## src/sv/prbe_pkg.sv

```systemverilog
// Package for the predictive row bit-pack encoder: widths and constants.
// No dependencies.
package prbe_pkg;
  localparam int MAX_WIDTH_DEF = 32;
  localparam int PIX_W = 8;
  localparam int WIDTH_W = 6;
  localparam int HEIGHT_W = 16;
  localparam int NLEN_W = 4;
  localparam logic [0:0] REG_WIDTH = 1'b0;
  localparam logic [0:0] REG_HEIGHT = 1'b1;

  // bit length of an 8-bit value
  function automatic logic [NLEN_W-1:0] bit_len8(input logic [PIX_W-1:0] v);
    logic [NLEN_W-1:0] n;
    n = '0;
    for (int k = 0; k < PIX_W; k++) begin
      if (v[k]) n = NLEN_W'(k + 1);
    end
    return n;
  endfunction
endpackage

```

## src/sv/prbe_packer.sv

```systemverilog
// Bit packer: shifts fields MSB first into bytes, one field per cycle while the output is not stalled.
// Depends on prbe_pkg.
module prbe_packer
  import prbe_pkg::*;
(
  input  logic       clk,
  input  logic       rst_n,
  input  logic       fld_valid,
  input  logic [7:0] fld_value,
  input  logic [3:0] fld_len,
  input  logic       fld_pad,
  input  logic       fld_last,
  input  logic       fld_eoi,
  output logic       fld_ready,
  output logic       out_valid,
  input  logic       out_ready,
  output logic [7:0] out_byte,
  output logic       out_last_of_run,
  output logic       out_end_of_image
);
  logic [14:0] acc_r;
  logic [3:0]  cnt_r;
  logic        ov_r, ol_r, oe_r, hv_r;
  logic [7:0]  ob_r, hb_r;
  logic [14:0] merged;
  logic [4:0]  tot;
  logic [7:0]  nb;
  logic        take;
  logic        ov_nxt, ol_nxt, oe_nxt, hv_nxt;
  logic [7:0]  ob_nxt, hb_nxt;
  logic [3:0]  cnt_nxt;

  assign out_valid = ov_r;
  assign out_byte = ob_r;
  assign out_last_of_run = ol_r;
  assign out_end_of_image = oe_r;
  // pending bits never exceed 7, so one field yields at most one byte
  assign fld_ready = !ov_r || out_ready;
  assign take = fld_valid && fld_ready;

  always_comb begin
    merged = acc_r;
    tot = {1'b0, cnt_r} + {1'b0, fld_len};
    for (int k = 0; k < 8; k++) begin
      if (k < 32'(fld_len)) merged = {merged[13:0], fld_value[32'(fld_len) - 1 - k]};
    end
    // pad to a byte boundary
    if (fld_pad && tot[2:0] != 3'd0) begin
      merged = merged << (5'd8 - {2'b0, tot[2:0]});
      tot = {tot[4:3] + 2'd1, 3'd0};
    end
    nb = 8'(merged >> (tot - 5'd8));
  end

  // a new byte waits in the hold register until the next byte or the
  // closing field shows whether it ends the run
  always_comb begin
    ov_nxt = ov_r && !out_ready;
    ob_nxt = ob_r;
    ol_nxt = ol_r;
    oe_nxt = oe_r;
    hv_nxt = hv_r;
    hb_nxt = hb_r;
    cnt_nxt = cnt_r;
    if (take) begin
      if (fld_last) begin
        if (hv_r) begin
          ov_nxt = 1'b1;
          ob_nxt = hb_r;
          ol_nxt = 1'b1;
          oe_nxt = fld_eoi;
          hv_nxt = 1'b0;
        end
      end else if (tot >= 5'd8) begin
        if (hv_r) begin
          ov_nxt = 1'b1;
          ob_nxt = hb_r;
          ol_nxt = 1'b0;
          oe_nxt = 1'b0;
        end
        hv_nxt = 1'b1;
        hb_nxt = nb;
        cnt_nxt = 4'(tot - 5'd8);
      end else begin
        cnt_nxt = tot[3:0];
      end
    end
  end

  always_ff @(posedge clk) begin
    if (!rst_n) begin
      ov_r <= 1'b0;
      ob_r <= '0;
      ol_r <= 1'b0;
      oe_r <= 1'b0;
      hv_r <= 1'b0;
      hb_r <= '0;
      cnt_r <= '0;
      acc_r <= '0;
    end else begin
      ov_r <= ov_nxt;
      ob_r <= ob_nxt;
      ol_r <= ol_nxt;
      oe_r <= oe_nxt;
      hv_r <= hv_nxt;
      hb_r <= hb_nxt;
      cnt_r <= cnt_nxt;
      if (take) acc_r <= merged;
    end
  end
endmodule

```

## src/sv/predictive_row_bitpack_encoder.sv

```systemverilog
// Top level: predictor, row buffers and emit sequencer over the bit packer.
// Depends on prbe_pkg and prbe_packer.
//  channel | ports                               | handshake
//  in      | in_pixel                            | in_valid/in_ready
//  out     | out_byte, out_last_of_run, out_end_of_image | out_valid/out_ready
//  cfg     | cfg_we, cfg_index, cfg_data         | write on cfg_we
// A pixel is taken in S_IDLE, which reads its neighbors, then S_PRED predicts and stores it.
// A row end sends its fields through the shared packer in order: the minimum, the
// residual length, one residual per pixel, a pad field on the last row, and a closing
// field that releases the held final byte; output stalls hold the packer.
// Synchronous active-low reset clears all counters; row stores stay unset.
module predictive_row_bitpack_encoder
  import prbe_pkg::*;
#(
  parameter int MAX_WIDTH = MAX_WIDTH_DEF
) (
  input  logic          clk,
  input  logic          rst_n,
  input  logic          in_valid,
  output logic          in_ready,
  input  logic [7:0]    in_pixel,
  output logic          out_valid,
  input  logic          out_ready,
  output logic [7:0]    out_byte,
  output logic          out_last_of_run,
  output logic          out_end_of_image,
  input  logic          cfg_we,
  input  logic [0:0]    cfg_index,
  input  logic [15:0]   cfg_data
);
  localparam int CW = (MAX_WIDTH > 1) ? $clog2(MAX_WIDTH) : 1;

  typedef enum logic [2:0] {S_IDLE, S_PRED, S_MIN, S_LEN, S_RES, S_PAD, S_END} state_t;
  state_t state_r;

  logic [7:0] prev_mem [MAX_WIDTH];
  logic [7:0] cur_mem  [MAX_WIDTH];
  logic [7:0] res_mem  [MAX_WIDTH];

  logic [WIDTH_W-1:0]  width_r;
  logic [HEIGHT_W-1:0] height_r;
  logic [CW-1:0]       col_r, j_r;
  logic [16:0]         row_r;
  logic [7:0]          min_r, max_r, pix_r;
  logic [7:0]          up_r, ul_r, left_r, resq_r;
  logic [3:0]          n_r;
  logic                eoi_r;

  logic [6:0]  w_eff;
  logic [16:0] h_eff;
  logic [9:0]  sum;
  logic [1:0]  cnt;
  logic [7:0]  pred, res;
  logic        row_end, has_up;

  logic       fv, fp, fl, fe, frdy;
  logic [7:0] fval;
  logic [3:0] flen;

  assign in_ready = (state_r == S_IDLE);
  assign has_up = (row_r != 17'd0);
  assign w_eff = (width_r == '0) ? 7'd1 :
                 (7'(width_r) > 7'(MAX_WIDTH)) ? 7'(MAX_WIDTH) : 7'(width_r);
  assign h_eff = (height_r == '0) ? 17'h10000 : 17'(height_r);
  assign row_end = (7'(col_r) + 7'd1 >= w_eff);

  // average predictor; divide by three via reciprocal
  always_comb begin
    sum = '0;
    cnt = '0;
    if (has_up) begin sum = sum + 10'(up_r); cnt = cnt + 2'd1; end
    if (col_r != '0) begin sum = sum + 10'(left_r); cnt = cnt + 2'd1; end
    if (has_up && col_r != '0) begin sum = sum + 10'(ul_r); cnt = cnt + 2'd1; end
    case (cnt)
      2'd1: pred = sum[7:0];
      2'd2: pred = sum[8:1];
      2'd3: pred = 8'((20'(sum) * 20'd683) >> 11);
      default: pred = 8'd0;
    endcase
    res = pix_r - pred;
  end

  // field mux to packer
  always_comb begin
    fv = 1'b0; fval = '0; flen = '0; fp = 1'b0; fl = 1'b0; fe = 1'b0;
    case (state_r)
      S_MIN: begin fv = 1'b1; fval = min_r; flen = 4'd8; end
      S_LEN: begin fv = 1'b1; fval = {4'd0, n_r}; flen = 4'd4; end
      S_RES: begin fv = 1'b1; fval = resq_r - min_r; flen = n_r; end
      S_PAD: begin fv = 1'b1; fp = 1'b1; end
      S_END: begin fv = 1'b1; fl = 1'b1; fe = eoi_r; end
      default: ;
    endcase
  end

  prbe_packer u_pack (
    .clk, .rst_n,
    .fld_valid(fv), .fld_value(fval), .fld_len(flen), .fld_pad(fp),
    .fld_last(fl), .fld_eoi(fe), .fld_ready(frdy),
    .out_valid, .out_ready, .out_byte, .out_last_of_run, .out_end_of_image
  );

  // row stores
  always_ff @(posedge clk) begin
    if (state_r == S_IDLE && in_valid) begin
      up_r <= prev_mem[col_r];
      ul_r <= prev_mem[(col_r == '0) ? col_r : col_r - CW'(1)];
      left_r <= cur_mem[(col_r == '0) ? col_r : col_r - CW'(1)];
    end
    if (state_r == S_PRED) begin
      cur_mem[col_r] <= pix_r;
      res_mem[col_r] <= res;
    end
    if (state_r == S_LEN || (state_r == S_RES && frdy)) begin
      resq_r <= res_mem[(state_r == S_LEN) ? '0 : j_r + CW'(1)];
      prev_mem[j_r] <= cur_mem[j_r];
    end
  end

  // config and sequencer
  always_ff @(posedge clk) begin
    if (!rst_n) begin
      state_r <= S_IDLE;
      width_r <= 6'd32;
      height_r <= 16'd1;
      col_r <= '0;
      row_r <= '0;
      min_r <= '0;
      max_r <= '0;
      j_r <= '0;
      eoi_r <= 1'b0;
    end else begin
      if (cfg_we) begin
        if (cfg_index == REG_WIDTH) width_r <= cfg_data[WIDTH_W-1:0];
        else height_r <= cfg_data;
      end
      case (state_r)
        S_IDLE: if (in_valid) begin pix_r <= in_pixel; state_r <= S_PRED; end
        S_PRED: begin
          if (col_r == '0 || res < min_r) min_r <= res;
          if (col_r == '0 || res > max_r) max_r <= res;
          if (row_end) begin
            state_r <= S_MIN;
            eoi_r <= (row_r + 17'd1 >= h_eff);
          end else begin
            col_r <= col_r + CW'(1);
            state_r <= S_IDLE;
          end
        end
        S_MIN: if (frdy) begin n_r <= bit_len8(max_r - min_r); state_r <= S_LEN; end
        S_LEN: if (frdy) begin j_r <= '0; state_r <= S_RES; end
        S_RES: if (frdy) begin
          if (j_r == col_r) begin
            if (eoi_r) state_r <= S_PAD;
            else state_r <= S_END;
          end else j_r <= j_r + CW'(1);
        end
        S_PAD: if (frdy) state_r <= S_END;
        // closing field: flags the final byte of the row
        S_END: if (frdy) begin
          state_r <= S_IDLE;
          col_r <= '0;
          row_r <= eoi_r ? 17'd0 : row_r + 17'd1;
        end
        default: state_r <= S_IDLE;
      endcase
    end
  end

  // no input accepted while a row is being emitted
  a_busy: assert property (@(posedge clk) disable iff (!rst_n)
    (state_r == S_RES) |-> !in_ready) else $error("ready during emit");
  // end of image byte is always a last byte
  a_eoi: assert property (@(posedge clk) disable iff (!rst_n)
    (out_valid && out_end_of_image) |-> out_last_of_run) else $error("eoi w/o last");
  // column always stays below MAX_WIDTH
  a_col: assert property (@(posedge clk) disable iff (!rst_n)
    (32'(col_r) < MAX_WIDTH)) else $error("column overflow");
endmodule

```

## config.mk

```make
export PLATFORM = sky130hd
export DESIGN_NAME = predictive_row_bitpack_encoder
export DESIGN_NICKNAME = d
export VERILOG_FILES = /design/src/sv/prbe_pkg.sv /design/src/sv/prbe_packer.sv /design/src/sv/predictive_row_bitpack_encoder.sv
export SDC_FILE = /design/constraint.sdc
export NUM_CORES = 2
export LEC_CHECK = 0
export BUFFER_PORTS_ARGS = -buffer_cell sky130_fd_sc_hd__buf_2
export CAP_MARGIN = 20
export CORE_MARGIN = 4
export CORE_UTILIZATION = 35
export DETAILED_ROUTE_END_ITERATION = 16
export SLEW_MARGIN = 40
export SYNTH_ARGS = -nofsm -noshare
export SYNTH_HDL_FRONTEND = slang
export SYNTH_SLANG_ARGS = --single-unit
```

## constraint.sdc

```tcl
create_clock -name clk -period 30.3 [get_ports clk]
set_input_delay 3.03 -clock clk [delete_from_list [all_inputs] [get_ports clk]]
set_output_delay 3.03 -clock clk [all_outputs]
set_load 0.01 [all_outputs]
```

After elaboration in Yosys (flattened, before gate mapping):

Memory sizes are Yosys's and may differ from the RTL's. A register that Yosys moved wholly into a read port is not among the register bits.
Index checks and enable logic that the tools add are counted.

* eq/ne operators: 19
* $lt $le $gt $ge: 22
* bitwise operators: 2
* $mul: 1
* multiplexer cells: 90
* $add $sub $neg: 24
* reductions and logical operators: 38
* shifts and indexed selects: 2

Operators by type and width (count)
* $lt 32x4->1 const B: 8
* $mux 15: 9
* $sub 32x3->32 const B: 4
* $sub 32x2->32 const B: 2
* $pmux 8 s3: 2
* $mux 5: 9
* $mux 17: 2
* $mux 8: 4
* $sub 32x1->32 const B: 1
* $mux 1: 30
* $mux 4: 7
* $bmux 1 s3: 8
* $sub 8x8->8: 3
* $mux 3: 7
* $pmux 3 s7: 1
* $add 10x8->10: 2
* $mux 10: 2
* $pmux 5 s2: 2
* $mul 10x10->19 const B: 1
* $add 17x1->17 const B: 1
* $ge 17x17->1: 1
* $reduce_bool 17->1: 1
* $logic_not 16->1: 1
* $lt 3x4->1 const A: 4
* 43 further kinds: 86

* memories: 3
* bits in writable memories: 768
* output and inout port bits: 12
* input bits: 30
* register bits after elaboration: 120

Memory list
* cur_mem: depth 32, width 8, rd ports 2, clocked after Yosys merged registers in 2, write ports 1, line predictive_row_bitpack_encoder.sv:37 `logic [7:0] cur_mem [MAX_WIDTH];`
* prev_mem: depth 32, width 8, rd ports 2, clocked after Yosys merged registers in 2, write ports 1, line predictive_row_bitpack_encoder.sv:36 `logic [7:0] prev_mem [MAX_WIDTH];`
* res_mem: depth 32, width 8, rd ports 1, clocked after Yosys merged registers in 1, write ports 1, line predictive_row_bitpack_encoder.sv:38 `logic [7:0] res_mem [MAX_WIDTH];`

Logic depth before layout (Yosys ltp):

* depth in word-level cells: 16
* gate-level depth with buffers: 59
* gate-level depth less buffers: 57

Modules after synthesis:

Synthesis repeated with hierarchy kept, for this count alone.

* cells, all modules: 3822
* area, all modules: 49341.1 µm²

Modules (own cells, without submodules)
* predictive_row_bitpack_encoder: seq. area each 25864.8 µm², cells an instance 3028, times used 1, area each 43491.7 µm²
* prbe_packer: seq. area each 780.7 µm², cells an instance 794, times used 1, area each 5849.4 µm²

Least setup slack after synthesis:

OpenSTA, ideal clock, no wires.

* kind: register to register
* from: register col_r[0]
* to: register max_r[7]
* data required time: 30.186 ns
* buffers on the path: 6
* arrival: 12.231 ns
* stages on the path, launching flop included: 56
* library setup time: 0.114 ns
* setup slack: 17.955 ns
* cells stage by stage: dfxtp_1 > clkbuf_1 > clkbuf_1 > clkbuf_1 > clkbuf_1 > inv_1 > ha_1 > nand2_1 > clkbuf_1 > nand2_1 > nand2_1 > ha_1 > inv_1 > fa_1 > inv_1 > a21oi_1 > o21bai_1 > a21oi_1 > (+20 left out) > xnor2_1 > a22oi_1 > or2_2 > ha_1 > inv_1 > nor2_1 > o21ai_0 > nand2b_1 > a21oi_1 > xnor2_1 > xnor2_1 > ha_1 > nand4_1 > o21ai_0 > nor2_1 > nor2_1 > buf_1 > a2111oi_0

* longest elaborated chain between the ends: 10
* elaborated cells on any way between the ends: 18
* those cells by class: add/sub (3); mul (1); order compare (1); eq/ne (3); mux (5); reduce/logical (5)

Ends and longest elaborated chain
* start, declared: line predictive_row_bitpack_encoder.sv:42 `logic [CW-1:0] col_r, j_r;`
* start signal, assigned: line predictive_row_bitpack_encoder.sv:146 `col_r <= col_r + CW'(1);`
* $reduce_bool 5->1 *: line predictive_row_bitpack_encoder.sv:72, predictive_row_bitpack_encoder.sv:73
* $mux 10 / $mux 2 (equally long branches): line predictive_row_bitpack_encoder.sv:72 `if (col_r != '0) begin sum = sum + 10'(left_r); cnt = cnt + 2'd1; end`
* $add 10x8->10 / $add 2x1->2 (equally long branches): line predictive_row_bitpack_encoder.sv:73 `if (has_up && col_r != '0) begin sum = sum + 10'(ul_r); cnt = cnt + 2'd1; end`
* $mux 10 / $mux 2 (equally long branches): line predictive_row_bitpack_encoder.sv:73
* $mul 10x10->19, or another cell as far along: line predictive_row_bitpack_encoder.sv:77 `2'd3: pred = 8'((20'(sum) * 20'd683) >> 11);`
* $pmux 8 s3 *: line predictive_row_bitpack_encoder.sv:74 `case (cnt)`
* $sub 8x8->8 *: line predictive_row_bitpack_encoder.sv:80 `res = pix_r - pred;`
* named net res[7]: line predictive_row_bitpack_encoder.sv:53 `logic [7:0] pred, res;`
* $gt 8x8->1: line predictive_row_bitpack_encoder.sv:141 `if (col_r == '0 || res > max_r) max_r <= res;`
* $logic_or 1x1->1: line predictive_row_bitpack_encoder.sv:141
* $reduce_and 2->1 (no source line)
* end signal, assigned: line predictive_row_bitpack_encoder.sv:141
* end, declared: line predictive_row_bitpack_encoder.sv:44 `logic [7:0] min_r, max_r, pix_r;`

Mark *: on every way through the listed nets, which the timed path passes. The rest lies on a longest branch.
A chain may end at the register's enable or synchronous reset.

Worst setup path in the final report:

* from: register row_r[0]
* to: register min_r[7]

* longest elaborated chain between the ends: 12
* elaborated cells on any way between the ends: 21
* those cells by class: add/sub (5); mul (1); order compare (1); eq/ne (3); mux (7); reduce/logical (4)

Ends and longest elaborated chain
* start, declared: line predictive_row_bitpack_encoder.sv:43 `logic [16:0] row_r;`
* start signal, assigned: line predictive_row_bitpack_encoder.sv:163 `row_r <= eoi_r ? 17'd0 : row_r + 17'd1;`
* $reduce_bool 17->1 *: line predictive_row_bitpack_encoder.sv:61 `assign has_up = (row_r != 17'd0);`
* $mux 8 / $mux 1 (equally long branches): line predictive_row_bitpack_encoder.sv:71 `if (has_up) begin sum = sum + 10'(up_r); cnt = cnt + 2'd1; end`
* $add 10x8->10 / $add 2x1->2 (equally long branches): line predictive_row_bitpack_encoder.sv:72
* $mux 10 / $mux 2 (equally long branches): line predictive_row_bitpack_encoder.sv:72
* $add 10x8->10 / $add 2x1->2 (equally long branches): line predictive_row_bitpack_encoder.sv:73
* $mux 10 / $mux 2 (equally long branches): line predictive_row_bitpack_encoder.sv:73
* $mul 10x10->19, or another cell as far along: line predictive_row_bitpack_encoder.sv:77
* $pmux 8 s3 *: line predictive_row_bitpack_encoder.sv:74
* $sub 8x8->8 *: line predictive_row_bitpack_encoder.sv:80
* named net res[7]: line predictive_row_bitpack_encoder.sv:53
* $lt 8x8->1: line predictive_row_bitpack_encoder.sv:140 `if (col_r == '0 || res < min_r) min_r <= res;`
* $logic_or 1x1->1: line predictive_row_bitpack_encoder.sv:140
* $reduce_and 2->1 (no source line)
* end signal, assigned: line predictive_row_bitpack_encoder.sv:140
* end, declared: line predictive_row_bitpack_encoder.sv:44

Marks and branches as above.

==> summary.txt <==
Clock network
  • Hold_buf cts: 0
  • Clock Latency Late Sink: 710 ps
  • CTS tree: built
  • Inserted Clock Buffers: 96
  • # resized after CTS: 0
  • Clock Tree Buf Depth: 3
  • Setup bufs post-CTS: 0
  • Clk slew on worst S/H paths: 60 ps
  • TritonCTS Sinks: 925
  • Root buf cell: clkbuf_16
  • Htree depth: 3

Detailed routing
  • Drt wl/cell: 24.5 um
  • First-pass detailed-route iteration total: 5
  • WL final: 143000 um
  • Initial DRC Count: 4047
  • Via Count: 34023
  • DRC: 0
  • Via-to-Cell Ratio: 5.84
  • Post-DRT Antenna Nets: 0

Global route
  • Remaining Overflow, GRT: 0
  • Vias in the first global route: 32548
  • First-pass GRT wire length: 212000 um
  • Initial antenna violation count: 1
  • Largest net degree at the start of global routing: 86
  • Overall Global Routing Usage: 19.0%

STA
  • Fin Setup TNS: 0 ps
  • Final Hold Vio Count: 0
  • RSZ-0062 raised after global routing: no
  • Layout Skew: 30.3 ps
  • Worst-margin pin slew: 873 ps
  • Max-slew headroom: 41.7%
  • Final max-slew violation count: 0
  • Achievable Freq: 80.3 MHz
  • Final period util: 41.1%
  • Setup-failing EPs final: 0
  • Final Critical Period: 12450 ps

Die
  • Core ar.: 140000 sq um
  • DIE AREA: 146000 sq um
  • Die H: 383 um
  • Ports: 42
  • Die X: 383 um
  • Site row count: 137
  • Initial core utilization: 35.2%

Final layout
  • FF+latch area: 26700 sq um
  • Fillers: 13111
  • Fin nets: 4087
  • Area added between synthesis and finish: 12.1%
  • ANT cells: 0
  • Fraction of layout instances using a drive strength above 1: 18.3%
  • Multi-input gate area: 21300 sq um

Min path
  • Hold path startpoint: u_pack.out_end_of_image
  • Hold Path End: u_pack.out_end_of_image
  • Hold Path Stages: 2
  • Worst min path class: reg2reg

Logic synthesis
  • Synth Instances: 3891
  • Post-synth top cells: edfxtp_1, nand2_1, mux4_2
  • Share of flip-flops with an asynchronous set or reset: 0%
  • Cell Area, Synth: 49100 sq um
  • EDFF count, synth: 812
  • Ys Warns: 0
  • Count leader, synth: edfxtp_1
  • Synthesized Nets: 4103
  • Synthesized area per cell: 12.6 sq um
  • Netlist cell types: 99
  • Post-synth top flop: edfxtp_1
  • Sequential share of the synthesized area: 54.2%
  • Flops & latches, synth: 925
  • Leading area contributor after synthesis: edfxtp_1
  • Dominant cells by area after synthesis: edfxtp_1, mux4_2, dfxtp_1
  • Synth top area share: 49.6%

Placed design
  • Final GP Congestion: 0.876
  • Port Buf Inserts: 41
  • DP Wirelength: 91100 um

Critical path
  • Worst setup path class: reg2reg
  • Kind of end point of the critical path: flip-flop
  • R2r endpoint: min_r[7]
  • Crit-path max cell delay: 520 ps
  • Slowest cell on the critical path: o21ai_0
  • Worst Reg-to-Reg Cells: 51
  • Worst-path fanout max: 33
  • CP Data Arrival Time: 13040 ps
  • Reg2reg start: row_r[0]
  • Reg2Reg Setup Slack: 17850 ps
  • CP Data Required Time: 30880 ps
  • Crit start category: flip-flop

Flow run
  • Max-Cap Viols: 0

Outcome
  • Status: finished, final reports clean

Pwr
  • Pwr dens: 58.3 nW/um^2
  • Max rail drop VDD: 0.0446 mV
  • Pleak: 18.4 nW
  • Post-layout power: 3.21 mW
## how the worst max path moves through the flow
stage / from / to / depth (start not counted)
2_1_floorplan: col_r[0] / max_r[7] / 55
3_3_place_gp: row_r[0] / max_r[7] / 53
3_5_place_dp: row_r[0] / max_r[7] / 53
4_1_cts: row_r[0] / max_r[7] / 52
5_1_grt: row_r[0] / min_r[7] / 52
6_report: row_r[0] / min_r[7] / 51
## per-stage QoR
step	setup slack, ps	hold slack [ps]	util (%)	cell area [sq um]	cells
final	17850	463	39.5	55100	5829
after detailed placement	17500	455	37.1	51800	5651
after global routing	16770	480	39.5	55100	5829
after global placement	17550	453	37.0	51700	5647
after CTS	17360	465	39.4	55000	5827
after floorplan	17950	425	-	49100	3891
## layout make-up
class / count / share of cell area, %
Inverter: 137 / 0.936
Tap cell: 1876 / 4.26
Multi-Input combinational cell: 2572 / 38.7
Sequential cell: 925 / 48.4
Timing Repair Buffer: 143 / 1.98
Clock inverter: 51 / 1.06
Clock buffer: 125 / 4.65
## per-layer routing
metal  track usage, %  vias to the layer above  routed length, um
met3             3.27                      204              11900
met2             29.9                     1527              66100
met1             27.4                    17251              61500
met4             4.47                        0               3220
met5                0                        -                  0
li1                 -                    15041                  -
## critical path, delay by kind of cell, from the launching register on
kind / cells / cell delay (ps)
XOR/XNOR: 4 / 1140
AND/OR/NAND/NOR: 8 / 1760
buffers and inverters: 6 / 620
adder cells (fa/ha/maj): 11 / 3700
flip-flops: 1 / 360
AO/OA/AOI/OAI: 22 / 4760
## registers in the layout, summed over array words and instances (netlist names), 3 cells and up, named ones only
signal and flops:
left_r 8, max_r 8, prev_mem 256, u_pack.cnt_r 4, min_r 8, u_pack.acc_r 15, col_r 5, pix_r 8
u_pack.hb_r 8, cur_mem 256, row_r 17, ul_r 8, resq_r 8, state_r 3, res_mem 256, height_r 16
width_r 6, u_pack.out_byte 8, j_r 5, up_r 8, n_r 4
## placed cells by master, fill, tap and decap left out, types with 54 or more instances in the layout
| cell type | n |
|---|---|
| o211ai_1 | 54 |
| inv_1 | 129 |
| nand2_1 | 436 |
| mux4_2 | 283 |
| edfxtp_1 | 812 |
| a21oi_1 | 207 |
| nor2_2 | 56 |
| nor3_1 | 58 |
| o21ai_0 | 151 |
| ha_1 | 155 |
| clkbuf_16 | 97 |
| dfxtp_1 | 106 |
| nand3_1 | 129 |
| buf_4 | 89 |
| nor2_1 | 220 |
## power breakdown
| part | switching [mW] | internal (mW) | leakage [nW] |
|---|---|---|---|
| sequential | 0.0146 | 1.42 | 8.24 |
| combinational | 0.352 | 0.234 | 8.61 |
| clock | 0.515 | 0.677 | 1.51 |
| total | 0.882 | 2.33 | 18.4 |
## logic make-up (layout without fill, tap and decap cells)
family | after synthesis | after routing | synth area share, %
AOI/OAI and AO/OA | 782 | 782 | 10.7
xor gates and xnor gates | 84 | 84 | 1.50
adders and majority gates | 182 | 182 | 5.02
buffers and inverters | 394 | 456 | 3.09
DFF | 925 | 925 | 54.2
muxes | 361 | 361 | 14.7
and+or+nand+nor | 1163 | 1163 | 10.9
Note: power is estimated with default switching activity, not from simulation.
